[config.mk]
export PLATFORM = sky130hd
export DESIGN_NAME = wtps_queue
export DESIGN_NICKNAME = d
export VERILOG_FILES = /design/src/wtps_pkg.sv /design/src/wtps_queue.sv
export SDC_FILE = /design/constraint.sdc
export NUM_CORES = 1
export LEC_CHECK = 0
export ABC_AREA = 1
export BUFFER_PORTS_ARGS = -buffer_cell sky130_fd_sc_hd__clkbuf_2
export CORE_MARGIN = 3
export CORE_UTILIZATION = 47
export DETAILED_ROUTE_END_ITERATION = 10
export PLACE_DENSITY = 0.69
export SLEW_MARGIN = 10
export SYNTH_ARGS = -nofsm -noshare
export SYNTH_HDL_FRONTEND = slang
export SYNTH_SLANG_ARGS = --single-unit
[constraint.sdc]
create_clock -name i_clk -period 23.8 [get_ports i_clk]
set_input_delay 4.76 -clock i_clk [delete_from_list [all_inputs] [get_ports i_clk]]
set_output_delay 4.76 -clock i_clk [all_outputs]
set_load 0.02 [all_outputs]
[src/wtps_pkg.sv]
package wtps_pkg;
    localparam int unsigned SCREEN_SIZE_DEF   = 1024;
    localparam int unsigned CORDIC_STAGES_DEF = 24;
    localparam int unsigned QUEUE_DEPTH       = 8;
    localparam int unsigned CFG_IDX_W         = 3;

    typedef enum logic [CFG_IDX_W-1:0] {
        CFG_ENABLE = 3'd0,
        CFG_INNER  = 3'd1,
        CFG_STEP_L = 3'd2,
        CFG_STEP_M = 3'd3,
        CFG_W      = 3'd4
    } t_cfg_idx;

    localparam logic signed [34:0] CORDIC_X0 = 35'sd2608131496;

    function automatic logic [31:0] atan_turns(input int unsigned i);
        logic [31:0] t [32];
        t = '{32'd536870912, 32'd316933406, 32'd167458907, 32'd85004756, 32'd42667331,
              32'd21354465, 32'd10679838, 32'd5340245, 32'd2670163, 32'd1335087,
              32'd667544, 32'd333772, 32'd166886, 32'd83443, 32'd41722, 32'd20861,
              32'd10430, 32'd5215, 32'd2608, 32'd1304, 32'd652, 32'd326, 32'd163,
              32'd81, 32'd41, 32'd20, 32'd10, 32'd5, 32'd3, 32'd1, 32'd1, 32'd0};
        return t[i[4:0]];
    endfunction

    typedef struct packed {
        logic [47:0] w;
        logic [63:0] rsq;
        logic signed [23:0] pr;
        logic signed [23:0] pi;
        logic               rot;
    } t_work;

    typedef struct packed {
        logic signed [23:0] re;
        logic signed [23:0] im;
        logic               rot;
    } t_res;
endpackage

[src/wtps_queue.sv]
// short fifo between classifier and rotator
module wtps_queue #(
    parameter int unsigned DEPTH = wtps_pkg::QUEUE_DEPTH
) (
    input  logic            i_clk,
    input  logic            i_rst_n,
    input  logic            i_push,
    input  wtps_pkg::t_work i_data,
    input  logic            i_pop,
    output logic            o_valid,
    output wtps_pkg::t_work o_data,
    output logic [$clog2(DEPTH+1)-1:0] o_count
);
    localparam int AW = $clog2(DEPTH);
    wtps_pkg::t_work r_mem [DEPTH];
    logic [AW-1:0] r_wp, r_rp;
    logic [$clog2(DEPTH+1)-1:0] r_cnt;
    always_ff @(posedge i_clk) begin
        if (!i_rst_n) begin
            r_wp <= '0; r_rp <= '0; r_cnt <= '0;
        end else begin
            if (i_push) r_wp <= (r_wp == AW'(DEPTH-1)) ? '0 : r_wp + 1'b1;
            if (i_pop)  r_rp <= (r_rp == AW'(DEPTH-1)) ? '0 : r_rp + 1'b1;
            r_cnt <= r_cnt + (i_push ? 1'b1 : 1'b0) - (i_pop ? 1'b1 : 1'b0);
        end
        if (i_push) r_mem[r_wp] <= i_data;
    end
    assign o_valid = r_cnt != '0;
    assign o_data = r_mem[r_rp];
    assign o_count = r_cnt;
endmodule

# Yosys cells after proc, flatten, opt, wreduce, memory -nomap -nowiden
# Memories as Yosys holds them, arrays and structs flattened. A register that Yosys moved wholly into a read port is not among the register bits.
# Index checks and enable logic that the tools add are counted.
# Widths: inputs -> output; s select.
# totals
ff_bits	10
mem_bits_rw	1288
in_bits	165
out_inout_bits	166
wordCells	19
memories	1
# classes
n_addsub	4
n_eq_ne	2
muxes	8
reduce_logical	1
# mem_list
name	words	width	rd	rd_clocked_by_memory_dff	write_ports	line_no	text
r_mem	8	161	1	1	1	wtps_queue.sv:15	wtps_pkg::t_work r_mem [DEPTH];
# ops
cell	n
$mux 3	4
$add 3x1->3 const B	2
$eq 3x3->1 const B	2
$add 4x1->4	1
$mux 1	4
$reduce_bool 4->1	1
$sub 4x1->4	1

# Depth between registers and ports, before layout
# Gate-level depths: netlist of the first run.
# logic_depth
depth_word	4
mapped_depth	10
mapped_depth_nobuf	9

# Least setup slack after synthesis of the first run
# No wires, ideal clock.
# synth_timing
kind	input -> register
start	input port i_push
end	memory r_mem[1][0] (netlist bit), enable pin
setup_ps	685
arrival_ps	11572
required_time_ps	23115
path_slack_ps	11542
cell_stages	2
path_buffers	0
cell_sequence	nand2_1 > nor2_1
# synth_via
elab_chain_len	2
# synth_rtl
item	line_no	text
start, declared	wtps_queue.sv:7	input logic i_push,
$mux 1	wtps_queue.sv:26	if (i_push) r_mem[r_wp] <= i_data;
$mux 1 (implied by the code)	wtps_queue.sv:26	
end, declared	wtps_queue.sv:15	
# No other way between the ends.

==> impl_results.md, run 1 <==
* Status: complete, no violations
* Syn Std Cell Area at 56500 um^2
* Remaining routing DRC violations at 0
* Flop pwr share at 50.0%
* Final Power at 5.21 mW
* Clock network fraction of total power at 39.9%
* Synthesized Nets at 5823
* # placed instances at 7372
* Share of layout cells above drive strength 1 at 9.62%
* Async set-reset flop share out of synthesis at 0%
* Ys flop type: edfxtp_1
* #FFs+latches synth at 1301
* Final setup viols at 0
* Max frequency at 0.104 GHz
* Total CTS buffers at 138
* Synth cell types at 19
* Critical path type: flop to output pin
* Reg2reg end: r_mem[3][99]
* Synth area leaders: edfxtp_1, nand2_1, inv_1, nand3_1, buf_2
* Initial Util at 47.6%
* DR vias/cell at 4.85
* CP arrival at 4850 ps
* Rows at 126
* Area leader, netlist: edfxtp_1
* Die width at 353 um
* Internal power at 3.91 mW
* Vert. Die Dim at 353 um
* Power Density at 81.6 nW/um^2
* Minimum clock period at 9610 ps
* Wirelength, routed at 129 mm
* Crit path max fanout at 104
* Switching power at 1.30 mW
* Reg2reg start: r_wp[0]
* DR WL/cell at 16.9 um
* Kind of start point of the critical path: flop
* CP cell instances: buf_4 > buf_4 > buf_4 > nand2_1 > nand3_1 > nand2_1 > nand2_1 > nand2_1 > clkbuf_2
* GRT overflow at 0
* Placed inst area at 59400 um^2
* Initial antenna violation count at 18
* Fin util at 53.8%
* Design area at 63800 um^2
* Post-synth top cells: nand2_1, inv_1, edfxtp_1, nand3_1, buf_2
* Clk sinks at 1301
* Slew @ Worst Pin at 1360 ps
* CP dominant cell by count: nand2_1
* H-tree depth at 4
* Via Count at 37.0k
* # port buffers at 330
* Gate power share at 10.1%
* Synthesis-to-layout area growth at 13.0%
* CP max stage delay at 890 ps
* Worst Hold Class: flop to flop
* Clock tree buffer depth at 3
* Gp weighted congestion at 0.741
* Hold Buf Count CTS at 0
* Critical Path RT at 19040 ps
* Final Cycle Share at 40.4%
* First-pass GRT wire length at 200 mm
* Nets at 6087
* Hold violation count in the final report at 0
* Drt first pass iters at 5
* Slew HR at 9.55%
* CTS tree: built
* Cts repair resizes at 0
* R2r setup slk at 20110 ps
* # Post-CTS Setup Buffers at 0
* Synth Instances at 5648
* Post-route ant nets at 0
* Crit end category: output pin
* CP max-delay cell: buf_4
* Initial DRC count at 3077
* Switching Fraction at 24.9%
* Max Cap Violations at 0
* Clock root cell: clkbuf_16
* Leak at 29.4 nW
* Hold depth at 2
* RSZ-0062 raised after global routing: no
* Most common cell in the netlist: nand2_1
* Global Route Usage Sum at 20.5%
* Die Area at 124000 um^2
* Post-synth EDFFs at 1288
* Peak VDD IR at 0.0625 mV
* Vias in the first global route at 35.8k
* Skew-Pair Late Insertion Delay at 760 ps
* Worst clock skew at 23.9 ps
* Synth top area share at 68.5%
* R2R depth at 4
* Floorplan core area at 119000 um^2
* TNS Setup at 0 ps
* Largest net degree at the start of global routing at 220
* Non-Filler Instances at 7626
* Register area share after synthesis at 68.9%
* Top-Level Pins at 331
* Synth warnings at 0
* Slew Limit Fails at 0
* Syn Area/Cell at 10.0 um^2
* DP HPWL at 67.1 mm
* CTS clk-pin slew, worst paths at 60 ps
* Worst hold start: r_rp[1]
==> power by group through the flow <==
stage / clock [mW] / combinational [mW] / sequential (mW)
2_1_floorplan: 0 / 0.340 / 2.66
3_3_place_gp: 0 / 0.521 / 2.65
3_5_place_dp: 0 / 0.530 / 2.65
4_1_cts: 2.12 / 0.532 / 2.60
5_1_grt: 2.22 / 0.585 / 2.61
6_report: 2.07 / 0.526 / 2.60
==> per-stage QoR <==
| stage | hold WS [ps] | setup WS, ps |
|---|---|---|
| 3_5_place_dp | 477 | 14890 |
| 4_1_cts | 487 | 14060 |
| 3_3_place_gp | 472 | 14970 |
| 5_1_grt | 508 | 13810 |
| 6_report | 483 | 14190 |
| 2_1_floorplan | 459 | 11540 |
==> cells by family (layout without fill, tap and decap cells) <==
logic type / after synthesis / count (layout) / synth area share (%)
and+or+nand+nor: 2771 / 2771 / 19.9
adders and majority gates: 10 / 10 / 0.235
DFF: 1301 / 1301 / 68.9
AOI/OAI and AO/OA: 9 / 9 / 0.0842
xor gates and xnor gates: 1 / 1 / 0.0155
other: 0 / 9 / 0
buffers and inverters: 1556 / 1925 / 10.9
==> sequential cells by signal (all words and copies together), names as in the netlist, named ones only <==
name and flops:
r_wp 3, r_rp 3, r_mem 1288, o_count 4
==> area by class of cell <==
| cell class | count | area, um^2 |
|---|---|---|
| fillers | 10100 | 54900 |
| well taps | 1600 | 2000 |
| clock buffers | 162 | 3560 |
| multi-input cells | 2791 | 11500 |
| clock inverters | 83 | 837 |
| flip-flops and latches | 1301 | 38900 |
| inverters | 1307 | 4930 |
| diodes | 9 | 22.5 |
| repair buffers | 373 | 2050 |
==> worst max-delay path: cells and delay by family, from the launching register on <==
family | cells | cell delay, ps
and+or+nand+nor | 5 | 510
DFF | 1 | 820
buffers and inverters | 4 | 2520
==> per-layer routing <==
| metal | track usage (%) | vias to the layer above | wire [um] |
|---|---|---|---|
| li1 | - | 18100 | - |
| met1 | 26.6 | 17600 | 53800 |
| met2 | 34.1 | 1098 | 62300 |
| met3 | 4.65 | 242 | 9330 |
| met4 | 6.99 | 18 | 3520 |
| met5 | 0 | - | 119 |
==> cell usage in the layout, fill, tap and decap left out, drive strengths merged <==
cell,n
buf,43
clkinvlp,4
or2,1
inv,1315
clkbuf,492
fa,1
diode,9
clkinv,62
nand2,2109
o21a,1
xnor2,1
edfxtp,1288
o21ai,2
ha,9
bufinv,9
nor2,14
dfxtp,13
a21oi,6
nand3,647
==> how the worst max path moves through the flow <==
stage	end	depth (start not counted)
floorplan	r_mem[1][0]	2
global placement	o_data[50]	9
detailed placement	o_data[50]	9
CTS	o_data[50]	9
global route	o_data[50]	9
finish	o_data[86]	9
(Power assumes the default switching activity.)
==> run 2, diff against run 1 <==
- ABC_AREA: 1 -> 0
- clock period: 23.8 -> 9.8 ns (I/O delays scaled with it)
==> run 2 against run 1 <==
- non-clock buffer count shrank 14
- total power increased by 130%
- global-route usage decreased by 1.9 points
- first-iteration DRC count fell by 43%
- clock-buffer cell count grew 7
- critical path type unchanged
- synthesized cell count shrank 66%
- clock power up 130%
- clock skew fell by 4.8 ps
- cell count shrank 50%
- worst hold slack improved by 120 ps
- critical path depth decreased by 4
==> impl_results.md, run 2 <==
* Status: complete, no violations
* Post-synth top cells: edfxtp_1, mux4_2, mux2_2, mux2_4, buf_2
* Hold Buf Count CTS at 0 (unchanged)
* First-pass GRT wire length at 149 mm (-25%)
* H-tree depth at 4 (unchanged)
* Crit path max fanout at 98 (-5.8%)
* Synth warnings at 0 (unchanged)
* Max frequency at 0.168 GHz
* CTS clk-pin slew, worst paths at 60 ps (about the same)
* Final Cycle Share at 60.6%
* Clock tree buffer depth at 3 (unchanged)
* Power Density at 212 nW/um^2 (+160%)
* Synth top area share at 78.2% (+9.8 points)
* Most flops, register: r_mem
* GRT overflow at 0 (unchanged)
* Async set-reset flop share out of synthesis at 0% (unchanged)
* Slew Limit Fails at 0 (unchanged)
* Via Count at 21.6k (-42%)
* Most frequent cells in the layout: edfxtp_1, clkbuf_2, mux4_2, clkbuf_16, mux2_2
* Most common cell in the netlist: edfxtp_1
* Syn Std Cell Area at 49400 um^2 (-12%)
* # Post-CTS Setup Buffers at 0 (unchanged)
* Worst slack, placed at 4540 ps (-10350 ps)
* Most common cell after layout, fill and taps aside: edfxtp_1
* Worst hold slack at 606 ps (+123 ps)
* Synth Instances at 1932 (-66%)
* Slew @ Worst Pin at 1190 ps (-164 ps)
* Critical path type: flop to output pin
* Worst Hold Class: flop to flop
* Slew HR at 20.5% (+11 points)
* Floorplan core area at 104000 um^2 (-12%)
* DR WL/cell at 26.4 um (+56%)
* Clock root cell: clkbuf_16
* Synth area leaders: edfxtp_1, mux4_2, mux2_2, mux2_4, buf_12
* Ys flop type: edfxtp_1
* # port buffers at 330 (unchanged)
* Max Cap Violations at 0 (unchanged)
* Worst clock skew at 19.2 ps (-4.75 ps)
* Kind of start point of the critical path: flop
* Global Route Usage Sum at 18.7% (-1.9 points)
* Filler cells at 7728 (-23%)
* Die width at 330 um (-6.3%)
* Die Area at 109000 um^2 (-12%)
* Register area share after synthesis at 78.8% (+9.8 points)
* Area leader, netlist: edfxtp_1
* TNS Setup at 0 ps (unchanged)
* Largest register FFs at 1288 (unchanged)
* Rows at 118 (-6.3%)
* CP arrival at 3980 ps (-870 ps)
* Nets at 2513 (-59%)
* Synth cell types at 28 (+9)
* Peak VDD IR at 0.159 mV (+150%)
* CTS tree: built
* Drt first pass iters at 5 (unchanged)
* Synthesis-to-layout area growth at 14.5%
* Initial Util at 47.6% (about the same)
* Skew-Pair Late Insertion Delay at 710 ps (-50 ps)
* RSZ-0062 raised after global routing: no
* Top-Level Pins at 331 (unchanged)
* Synthesized Nets at 2107 (-64%)
* Initial DRC count at 1749 (-43%)
* Design area at 56600 um^2 (-11%)
* Reg2reg start: r_wp[0]
* Final setup viols at 0 (unchanged)
* Syn Area/Cell at 25.6 um^2 (+160%)
* Share of layout cells above drive strength 1 at 42.5% (+33 points)
* Hold violation count in the final report at 0 (unchanged)
* Setup slack after layout at 3860 ps (-10330 ps)
* Leak at 18.0 nW (-39%)
* Worst hold start: r_rp[2]
* DP HPWL at 52.7 mm (-21%)
* Minimum clock period at 5940 ps
* Vert. Die Dim at 330 um (-6.3%)
* Post-route ant nets at 0 (unchanged)
* Total CTS buffers at 136 (-1.4%)
* Wirelength, routed at 101 mm (-22%)
* Area of the multi-input gates at 9650 um^2 (-16%)
* Clk sinks at 1301 (unchanged)
* Critical Path RT at 7840 ps (-11200 ps)
* Post-synth EDFFs at 1288 (unchanged)
* Placed inst area at 52400 um^2 (-12%)
* Largest net degree at the start of global routing at 161 (-27%)
* Vias in the first global route at 23.1k (-36%)
* #FFs+latches synth at 1301 (unchanged)
* DR vias/cell at 5.64 (+16%)
* Initial antenna violation count at 13 (-5)
* Crit end category: output pin
* FF/Latch Area at 38900 um^2 (unchanged)
* Gp weighted congestion at 0.718 (-3.0%)
* Remaining routing DRC violations at 0 (unchanged)
* Cts repair resizes at 0 (unchanged)
-- run 2: critical path, cell delays in order (launching register included) --
cell,delay [ps]
dfxtp_4,820
buf_4,540
buf_12,490
mux4_2,610
mux2_2,300
clkbuf_2,160
-- run 2: cell families (layout without fill, tap and decap cells) --
group / count (synthesis) / in the layout / synth area share [%]
multiplexers: 486 / 486 / 18.7
adder cells (fa/ha/maj): 10 / 10 / 0.268
other: 0 / 7 / 0
XOR/XNOR: 1 / 1 / 0.0177
flip-flops: 1301 / 1301 / 78.8
AO/OA/AOI/OAI: 6 / 6 / 0.0759
AND/OR/NAND/NOR: 29 / 29 / 0.301
buffers and inverters: 99 / 606 / 1.87
-- run 2: stage by stage --
step	total power [mW]	instances	util (%)
4_1_cts	12.1	3819	54.4
3_5_place_dp	7.26	3580	50.4
2_1_floorplan	6.98	1932	-
3_3_place_gp	7.23	3580	50.4
6_report	12.0	3826	54.4
5_1_grt	12.4	3821	54.4
-- run 2: worst paths after layout --
kind,to,slack (ps),depth (start not counted)
min,flop,610,2
max,o_data[113],3860,5
min reg2reg,flop,610,2
max reg2reg,r_mem[0][62],6650,4
-- run 2: area by class of cell --
type / instances / share of cell area (%)
Multi-Input combinational cell: 532 / 17.0
Sequential cell: 1301 / 68.8
Antenna cell: 7 / 0.0310
Tap cell: 1380 / 3.05
Inverter: 8 / 0.0531
Timing Repair Buffer: 359 / 3.55
Clock inverter: 70 / 1.12
Clock buffer: 169 / 6.33
-- run 2: routing by layer --
layer / track usage (%) / part of all wire [%] / vias to the layer above
li1: - / - / 9143
met5: 0 / 0.095 / -
met4: 5.28 / 1.9 / 14
met3: 4.91 / 7.2 / 143
met1: 24.6 / 40 / 11600
met2: 31.0 / 51 / 657
-- run 2: where the power goes --
part | switching, mW | internal [mW] | leakage, nW
Clock | 2.02 | 2.83 | 2.06
Combinational | 0.483 | 0.358 | 4.15
Sequential | 0.0437 | 6.24 | 11.8
Total | 2.54 | 9.43 | 18.0
==> run 3, diff against run 2 <==
- ABC_AREA: 0 -> 1
- clock period: 9.8 -> 6 ns (I/O delays scaled with it)
==> run 3 against run 2 <==
- clock power increased by 65%
- critical endpoint is now o_data[109]
- total power increased by 71%
- wire length increased by 29%
==> impl_results.md, run 3 (synthesis gave the netlist of run 1 again) <==
* Status: complete, no violations
* DR WL/cell at 17.1 um (-35%)
* CTS tree: built
* Hold Buf Count CTS at 0 (unchanged)
* Initial antenna violation count at 23 (+10)
* CTS clk-pin slew, worst paths at 60 ps (about the same)
* Most flops, register: r_mem
* CP cell instances: inv_6 > buf_4 > nand2_1 > nand2_1 > clkbuf_2
* Kind of start point of the critical path: flop
* Clock root cell: clkbuf_16
* GRT overflow at 0 (unchanged)
* Leak at 29.4 nW (+63%)
* Most frequent cells in the layout: nand2_1, inv_1, edfxtp_1, nand3_1, clkbuf_2
* Initial Util at 47.6% (about the same)
* Critical path type: flop to output pin
* Crit path max fanout at 79 (-19%)
* DR vias/cell at 4.85 (-14%)
* Critical Path RT at 4800 ps (-3040 ps)
* Crit end category: output pin
* First-pass GRT wire length at 203 mm (+36%)
* Wirelength, routed at 131 mm (+29%)
* Skew-Pair Late Insertion Delay at 720 ps (about the same)
* Drt first pass iters at 7 (+2)
* Total CTS buffers at 136 (unchanged)
* Share of layout cells above drive strength 1 at 9.59% (-33 points)
* CP max-delay cell: dfxtp_4
* Via Count at 37.0k (+72%)
* Vias in the first global route at 36.2k (+57%)
* Placed inst area at 59700 um^2 (+14%)
* Clk sinks at 1301 (unchanged)
* Final setup viols at 0 (unchanged)
* Peak VDD IR at 0.245 mV (+54%)
* Slew HR at 12.6% (-7.9 points)
* Rows at 126 (+6.8%)
* Nets at 6091 (+140%)
* Filler cells at 10.0k (+30%)
* Gp weighted congestion at 0.781 (+8.7%)
* Post-route ant nets at 0 (unchanged)
* Slew @ Worst Pin at 1310 ps (+119 ps)
* Remaining routing DRC violations at 0 (unchanged)
* Fin util at 53.9% (-0.57 points)
* # Post-CTS Setup Buffers at 0 (unchanged)
* Worst clock skew at 21.7 ps (+2.52 ps)
* DP HPWL at 70.0 mm (+33%)
* Max Cap Violations at 0 (unchanged)
* Top-Level Pins at 331 (unchanged)
* Cts repair resizes at 0 (unchanged)
* CP max stage delay at 1010 ps (+190 ps)
* Most common cell after layout, fill and taps aside: nand2_1
* Largest net degree at the start of global routing at 209 (+30%)
* R2r setup slk at 3530 ps (-3120 ps)
* Design area at 64000 um^2 (+13%)
* Slew Limit Fails at 0 (unchanged)
* TNS Setup at 0 ps (unchanged)
* Final Cycle Share at 75.0%
* Power Density at 320 nW/um^2 (+51%)
* Clock tree buffer depth at 3 (unchanged)
* RSZ-0062 raised after global routing: no
* Vert. Die Dim at 353 um (+6.8%)
* Die width at 353 um (+6.8%)
* Minimum clock period at 4500 ps
* CP dominant cell by count: nand2_1
* Worst Hold Class: flop to flop
* Global Route Usage Sum at 20.9% (+2.3 points)
* H-tree depth at 4 (unchanged)
* Initial DRC count at 3451 (+97%)
* Worst hold slack at 499 ps (-107 ps)
* Synthesis-to-layout area growth at 13.2%
* Largest register FFs at 1288 (unchanged)
* Floorplan core area at 119000 um^2 (+14%)
* Max frequency at 0.222 GHz
* CP arrival at 3300 ps (-680 ps)
* Die Area at 124000 um^2 (+14%)
* Hold violation count in the final report at 0 (unchanged)
* # port buffers at 330 (unchanged)
run 3: changes by cell type in the layout (fill, tap and decap cells not counted), moves of 8 or more:
cell     before   now
mux2_2      119     0
nand2_1       6  2109
diode_2       7    15
mux2_4       42     0
inv_1         8  1304
nand3_1       1   647
buf_12       11    26
mux4_2      322     0
run 3: worst max-delay path, delay by kind of cell (launching register included):
kind	cells	cell delay [ps]
DFF	1	1010
buffers and inverters	3	1200
and+or+nand+nor	2	210
run 3: final timing paths:
path | startpoint | to | cells after the start
min | r_wp[0] | r_wp[0] | 2
max | flop | o_data[109] | 5
max reg2reg | r_wp[0] | r_mem[5][81] | 3
min reg2reg | r_wp[0] | r_wp[0] | 2
run 3: layout make-up:
| cell class | count | area, um^2 | area share (%) |
|---|---|---|---|
| antenna | 15 | 37.5 | 0.0587 |
| clock buffer | 176 | 3640 | 5.69 |
| clock inverter | 64 | 599 | 0.937 |
| inverter | 1307 | 4930 | 7.70 |
| multi-input combinational | 2791 | 11500 | 17.9 |
| sequential | 1301 | 38900 | 60.9 |
| tap | 1600 | 2000 | 3.13 |
| timing repair buffer | 379 | 2340 | 3.67 |
run 3: stage by stage:
step                      std cells  power (mW)  setup slack (ps)
after floorplan                5648        11.9             -2700
after global placement         7378        12.6              2200
after detailed placement       7378        12.7              2170
after CTS                      7618        20.6              1360
after global routing           7625        21.2              1310
final                          7633        20.5              1500
run 3: report_power, final:
part           internal [mW]  switching (mW)
clock network           4.57            3.44
logic                  0.579            1.55
registers               10.2          0.0756
run 3: routing by layer:
metal  up-vias  wire length [um]  share of wire (%)  GRT usage (%)
li1      18100                 -                  -              -
met4        18              3140                2.4           7.09
met1     17600             53800                 41           26.7
met2      1122             64800                 50           35.8
met5         -               124              0.095              0
met3       222              8840                6.8           4.11
